$ cat src/rtl/mqttfd_pkg.sv
// ----------------------------------------------------------------------------
// mqttfd_pkg
// Types and constants shared by the MQTT frame deframer modules.
// ----------------------------------------------------------------------------
`default_nettype none

package mqttfd_pkg;

   localparam int unsigned BYTE_W  = 8;
   localparam int unsigned TOTAL_W = 29;
   localparam int unsigned ACCUM_W = 28;
   localparam int unsigned ERR_W   = 2;

   localparam logic [TOTAL_W-1:0] MAX_FRAME_RESET = 29'd268435460;

   localparam logic [ERR_W-1:0] ERR_NONE      = 2'd0;
   localparam logic [ERR_W-1:0] ERR_OVERSIZE  = 2'd1;
   localparam logic [ERR_W-1:0] ERR_MALFORMED = 2'd2;

   typedef struct packed {
      logic [BYTE_W-1:0]  data_byte;
      logic               frame_start;
      logic               header_done;
      logic               frame_last;
      logic [TOTAL_W-1:0] frame_total;
      logic [ERR_W-1:0]   error_code;
   } result_type;

endpackage

`default_nettype wire

$ cat src/rtl/mqttfd_core.sv
// ----------------------------------------------------------------------------
// mqttfd_core
// Frame state tracker: decodes the fixed header, checks the total size and
// counts payload bytes down; gives the flags for the current byte.
// ----------------------------------------------------------------------------
`default_nettype none

module mqttfd_core #(
   parameter int unsigned MAX_LENGTH_BYTES = 4
) (
   input  wire logic                            clock,
   input  wire logic                            reset,
   input  wire logic                            step,
   input  wire logic [7:0]                      rx_byte,
   input  wire logic [28:0]                     max_frame_size,
   output mqttfd_pkg::result_type               result
);
   import mqttfd_pkg::*;

   localparam logic [1:0] PH_IDLE = 2'd0;
   localparam logic [1:0] PH_LEN  = 2'd1;
   localparam logic [1:0] PH_PAY  = 2'd2;

   localparam logic [2:0] LEN_LIMIT = 3'(MAX_LENGTH_BYTES);

   logic [1:0]         phase_ff, phase_in;
   logic [2:0]         hcount_ff, hcount_in;
   logic [ACCUM_W-1:0] accum_ff, accum_in;
   logic [TOTAL_W-1:0] left_ff, left_in;

   logic [6:0]         value7;
   logic [ACCUM_W-1:0] shifted;
   logic [ACCUM_W-1:0] accum_sum;
   logic [2:0]         hcount_inc;
   logic [TOTAL_W-1:0] total_sum;
   logic [1:0]         k;

   always_comb begin
      value7     = rx_byte[6:0];
      k          = 2'(hcount_ff - 3'd1);
      case (k)
         2'd0:    shifted = {21'd0, value7};
         2'd1:    shifted = {14'd0, value7, 7'd0};
         2'd2:    shifted = {7'd0, value7, 14'd0};
         2'd3:    shifted = {value7, 21'd0};
         default: shifted = '0;
      endcase
      accum_sum  = accum_ff + shifted;
      hcount_inc = hcount_ff + 3'd1;
      total_sum  = TOTAL_W'(accum_sum) + TOTAL_W'(hcount_inc);
   end

   always_comb begin
      phase_in  = phase_ff;
      hcount_in = hcount_ff;
      accum_in  = accum_ff;
      left_in   = left_ff;

      result.data_byte   = rx_byte;
      result.frame_start = 1'b0;
      result.header_done = 1'b0;
      result.frame_last  = 1'b0;
      result.frame_total = '0;
      result.error_code  = ERR_NONE;

      case (phase_ff)
         PH_LEN: begin
            accum_in  = accum_sum;
            hcount_in = hcount_inc;
            if (!rx_byte[7]) begin
               if (total_sum > max_frame_size) begin
                  result.error_code = ERR_OVERSIZE;
                  phase_in  = PH_IDLE;
                  hcount_in = '0;
                  accum_in  = '0;
                  left_in   = '0;
               end else begin
                  result.header_done = 1'b1;
                  result.frame_total = total_sum;
                  if (accum_sum == '0) begin
                     result.frame_last = 1'b1;
                     phase_in  = PH_IDLE;
                     hcount_in = '0;
                     accum_in  = '0;
                     left_in   = '0;
                  end else begin
                     left_in  = TOTAL_W'(accum_sum);
                     phase_in = PH_PAY;
                  end
               end
            end else if (hcount_ff >= LEN_LIMIT) begin
               result.error_code = ERR_MALFORMED;
               phase_in  = PH_IDLE;
               hcount_in = '0;
               accum_in  = '0;
               left_in   = '0;
            end
         end
         PH_PAY: begin
            if (left_ff <= TOTAL_W'(1)) begin
               result.frame_last = 1'b1;
               phase_in  = PH_IDLE;
               hcount_in = '0;
               accum_in  = '0;
               left_in   = '0;
            end else begin
               left_in = left_ff - TOTAL_W'(1);
            end
         end
         default: begin
            result.frame_start = 1'b1;
            phase_in  = PH_LEN;
            hcount_in = 3'd1;
            accum_in  = '0;
            left_in   = '0;
         end
      endcase
   end

   always_ff @(posedge clock) begin
      if (reset) begin
         phase_ff  <= PH_IDLE;
         hcount_ff <= '0;
         accum_ff  <= '0;
         left_ff   <= '0;
      end else if (step) begin
         phase_ff  <= phase_in;
         hcount_ff <= hcount_in;
         accum_ff  <= accum_in;
         left_ff   <= left_in;
      end
   end

endmodule

`default_nettype wire

$ cat src/rtl/mqtt_frame_deframer.sv
// ----------------------------------------------------------------------------
// mqtt_frame_deframer
// Splits a received byte stream into MQTT frames and tags each byte.
//
//   channel  ports                         direction  word
//   req      req_valid/req_stall           in         one received byte
//   rsp      rsp_valid/rsp_stall           out        byte with frame flags
//   csr      csr_write_en/csr_write_data   in         maximum frame size
//
// One byte per cycle unless rsp stalls; each result appears in the cycle after
// its byte is taken, via a single result register fed by the header/payload
// tracker. Reset (synchronous) returns to waiting for a type byte and sets
// the maximum to the largest frame total. A stall on rsp holds the result
// register and raises req_stall in the same cycle while a result is pending.
// ----------------------------------------------------------------------------
`default_nettype none

module mqtt_frame_deframer #(
   parameter int unsigned MAX_LENGTH_BYTES = 4
) (
   input  wire logic        clock,
   input  wire logic        reset,

   input  wire logic        req_valid,
   output logic             req_stall,
   input  wire logic [7:0]  req_rx_byte,

   output logic             rsp_valid,
   input  wire logic        rsp_stall,
   output logic [7:0]       rsp_data_byte,
   output logic             rsp_frame_start,
   output logic             rsp_header_done,
   output logic             rsp_frame_last,
   output logic [28:0]      rsp_frame_total,
   output logic [1:0]       rsp_error_code,

   input  wire logic        csr_write_en,
   input  wire logic [28:0] csr_write_data
);
   import mqttfd_pkg::*;

   logic               accept;
   logic               rsp_valid_ff, rsp_valid_in;
   logic [TOTAL_W-1:0] max_size_ff;
   result_type         result;
   result_type         out_ff;

   assign req_stall    = rsp_valid_ff & rsp_stall;
   assign accept       = req_valid & ~req_stall;
   assign rsp_valid_in = accept | (rsp_valid_ff & rsp_stall);

   mqttfd_core #(
      .MAX_LENGTH_BYTES (MAX_LENGTH_BYTES)
   ) u_core (
      .clock          (clock),
      .reset          (reset),
      .step           (accept),
      .rx_byte        (req_rx_byte),
      .max_frame_size (max_size_ff),
      .result         (result)
   );

   always_ff @(posedge clock) begin
      if (reset) begin
         rsp_valid_ff <= 1'b0;
         max_size_ff  <= MAX_FRAME_RESET;
      end else begin
         rsp_valid_ff <= rsp_valid_in;
         if (csr_write_en) begin
            max_size_ff <= csr_write_data;
         end
      end
   end

   always_ff @(posedge clock) begin
      if (accept) begin
         out_ff <= result;
      end
   end

   assign rsp_valid       = rsp_valid_ff;
   assign rsp_data_byte   = out_ff.data_byte;
   assign rsp_frame_start = out_ff.frame_start;
   assign rsp_header_done = out_ff.header_done;
   assign rsp_frame_last  = out_ff.frame_last;
   assign rsp_frame_total = out_ff.frame_total;
   assign rsp_error_code  = out_ff.error_code;

endmodule

`default_nettype wire

$ cat config.mk
export PLATFORM = sky130hd
export DESIGN_NAME = mqtt_frame_deframer
export DESIGN_NICKNAME = d
export VERILOG_FILES = /design/src/rtl/mqttfd_pkg.sv /design/src/rtl/mqttfd_core.sv /design/src/rtl/mqtt_frame_deframer.sv
export SDC_FILE = /design/constraint.sdc
export NUM_CORES = 1
export LEC_CHECK = 0
export BUFFER_PORTS_ARGS = -buffer_cell sky130_fd_sc_hd__buf_4
export CAP_MARGIN = 20
export CORE_ASPECT_RATIO = 1.75
export CORE_MARGIN = 2
export CORE_UTILIZATION = 45
export CTS_CLUSTER_DIAMETER = 40
export CTS_CLUSTER_SIZE = 14
export DETAILED_ROUTE_END_ITERATION = 8
export PLACE_DENSITY_LB_ADDON = 0.3
export SYNTH_ARGS = -nofsm -noshare
export SYNTH_HDL_FRONTEND = slang
export SYNTH_SLANG_ARGS = --single-unit
export TNS_END_PERCENT = 100
$ cat constraint.sdc
create_clock -name clock -period 20.1 [get_ports clock]
set_clock_uncertainty 0.2 [all_clocks]
set_input_delay 4.02 -clock clock [delete_from_list [all_inputs] [get_ports clock]]
set_output_delay 4.02 -clock clock [all_outputs]
set_load 0.005 [all_outputs]
==> impl_results.md <==
* Routed length per instance at 20.6 um
* Cells resized by post-CTS repair at 0
* Worst-path maximum fanout at 12
* Critical Path AT at 10760 ps
* EDFF count, synth at 42
* Startpoint Class: primary input
* Commonest cells after routing, fill and taps aside: buf_4 (99), dfxtp_1 (92), nor2_1 (88)
* Top cells by area, synth: dfxtp_1 (20%), edfxtp_1 (14%), ha_1 (9.3%)
* YS warnings at 0
* WS Path Type: primary input to flop
* Final worst slack at 9470 ps
* Status: completed
* Final ANT Viol Nets at 0
* Overall Power at 0.736 mW
* Area grow syn2layout at 16.2%
* H-tree levels at 4
* Die H at 192 um
* Worst Hold Depth at 2
* Lkg Pwr at 4.40 nW
* Top Ports at 86
* Reg2Reg Setup Slack at 12390 ps
* Total GRT Usage at 26.4%
* CP Capture Type: flop
* Yosys reg bits at 134
* Worst path cell trace: buf_4, and2_1, ha_1, fa_1, a211oi_2, o21ai_2, xor2_1, nand4_1, nor4_2, nand4_1, nor3_1, xnor2_1, ha_1, and4_1, nand3_1, a2111oi_0, nor4b_1, and3_1, o21bai_1, buf_4, a31oi_2, and2_4, a221o_1
* Initial antenna violation count at 2
* Worst R2R Start: u_core.hcount_ff[1]
* Worst VDD drop at 0.0587 mV
* Syn Std Cell Area at 9050 um2
* Slew HR at 40.7%
* Crit-path max cell delay at 700 ps
* Syn nets at 1155
* Layout fillers at 1879
* Drt via density at 6.08
* Fmax at 94.1 MHz
* Pin count of the biggest net entering global routing at 76
* Routed wire length at 28200 um
* 1st-iter DRT viols at 483
* Final HPWL DP at 21200 um
* Clk_lat worst skew at 440 ps
* Share of the synthesized area in the top cell type at 20.4%
* Num rows at 68
* FF+latch area at 3100 um2
* CTS tree: yes
* Post-CTS Setup Bufs at 0
* Hold EP: u_core.accum_ff[16]
* Synth unique cells at 78
* Clock Pin Slew Worst Setup and Hold Paths at 70 ps
* CP max-delay cell: o21bai_1
* Slew @ Worst Pin at 890 ps
* Period minus WS final at 10630 ps
* Final Cycle Share at 52.9%
* WHS at 259 ps
* Pre-CTS setup slack at 9130 ps
* DRC at 0
* Setup TNS Final at 0 ps
* Post-synthesis cell count at 1044
* Clock sink count at 134
* Synth async-reset ratio at 0%
* Clock root buffer: clkbuf_16
* Most common cell after layout, fill and taps aside: buf_4
* Vias in the first global route at 8231
* Final Hold Fails at 0
* Die area at 21300 um2
* Core Region at 19700 um2
* Chip width at 111 um
* Top_reg_cell synth: dfxtp_1
* Grt ovf at 0
* RR Endpoint: u_core.left_ff[7]
* First-pass GRT wire length at 43600 um
* Longest Clk Path Bufs at 2
* R2R depth at 24
* Initial Util at 45.8%
* Syn avg cell area at 8.67 um2
* Post-synthesis sequential area ratio at 34.3%
* Required @ worst endpoint at 20230 ps
* CTS Buf Count at 17
* Setup violators final at 0
* Yosys top cell by area: dfxtp_1
* Unrepaired setup endpoints after global routing: no
* CTS Hold Bufs at 0
* Fin nets at 1224
* MaxCap Viol Count at 0
* Hold WC Path Type: flop to flop
* Max-slew violations at 0
* HP Start: u_core.accum_ff[16]
* Pre-Repair DR Iteration Count at 5
* Area of the multi-input gates at 5520 um2
* Routability cong. at 0.978
* Critical path's top delay family: simple AND/OR/NAND/NOR gates
* Pwr Density at 70.0 nW/um2
* DR vias at 8339
* Bufs and invs on worst path at 2
* Fraction of layout cells with a size suffix above 1 at 14.3%
* PortBufs at 85
[final cells by class]
| class | instances | share of cell area (%) |
|---|---|---|
| diodes | 1 | 0.0238 |
| clock buffers | 19 | 4.12 |
| clock inverters | 13 | 1.96 |
| inverters | 49 | 1.75 |
| multi-input cells | 811 | 52.5 |
| flip-flops and latches | 134 | 29.5 |
| well taps | 245 | 2.92 |
| repair buffers | 100 | 7.21 |
[power breakdown]
| group | leakage (nW) | internal [mW] | switching [mW] |
|---|---|---|---|
| combinational | 2.93 | 0.0387 | 0.0612 |
| clock | 0.307 | 0.220 | 0.124 |
| sequential | 1.17 | 0.289 | 0.00423 |
[worst max path at each step]
stage | from | endpoint | slack (ps) | cells after the start
floorplan | req_rx_byte[0] | u_core.left_ff[1] | 10560 | 23
global placement | req_rx_byte[0] | u_core.left_ff[5] | 9240 | 23
finish | req_rx_byte[0] | u_core.left_ff[7] | 9470 | 23
detailed placement | req_rx_byte[4] | u_core.left_ff[13] | 9130 | 22
CTS | req_rx_byte[0] | u_core.left_ff[13] | 9550 | 23
global route | req_rx_byte[4] | rsp_frame_total[13] | 8830 | 21
[logic make-up after synthesis]
kind of cell,share of synthesized area (%)
DFF,34.3
xor gates and xnor gates,5.23
AOI/OAI and AO/OA,17.6
buffers and inverters,4.77
adders and majority gates,9.71
muxes,3.33
and+or+nand+nor,25.0
[tightest hold or removal path: stages (launching register included)]
cell     delay, ps
dfxtp_1        310
nand2_1         50
a21oi_1         50
[synthesized netlist by cell type (11+ instances only)]
cell,number
and4_1,12
nor2_1,88
nand3_1,39
nand4_1,17
xor2_1,23
nor2b_1,19
dfxtp_1,92
clkbuf_1,25
a21oi_1,80
mux2i_1,29
nor4_1,17
a22oi_1,11
a21o_1,12
inv_1,49
o21ai_0,36
nor3_1,32
buf_2,15
xnor2_1,31
nand2_1,83
and2_1,50
a221o_1,12
or3_1,13
ha_1,67
edfxtp_1,42
[flip-flops by register name, summed over array words and instances, names as in the netlist]
register / cells
rsp_frame_last: 1
rsp_frame_start: 1
rsp_data_byte: 8
u_core.hcount_ff: 3
u_core.left_ff: 29
rsp_valid: 1
rsp_header_done: 1
max_size_ff: 29
rsp_frame_total: 29
u_core.phase_ff: 2
u_core.accum_ff: 28
rsp_error_code: 2
[per-stage QoR]
stage	instances	instance area [um2]	utilization, %
3_5_place_dp	1338	9860	49.9
5_1_grt	1372	10500	53.3
2_1_floorplan	1044	9050	-
6_report	1372	10500	53.3
4_1_cts	1370	10500	53.2
3_3_place_gp	1338	9860	49.9
[per-layer routing]
metal	vias up	track usage [%]	share of wire (%)
met5	-	0	0.067
met3	119	4.64	5.6
met1	3951	26.5	36
met4	2	18.6	7.2
met2	329	48.8	51
li1	3938	-	-
Power figures use the tool's default switching activity.
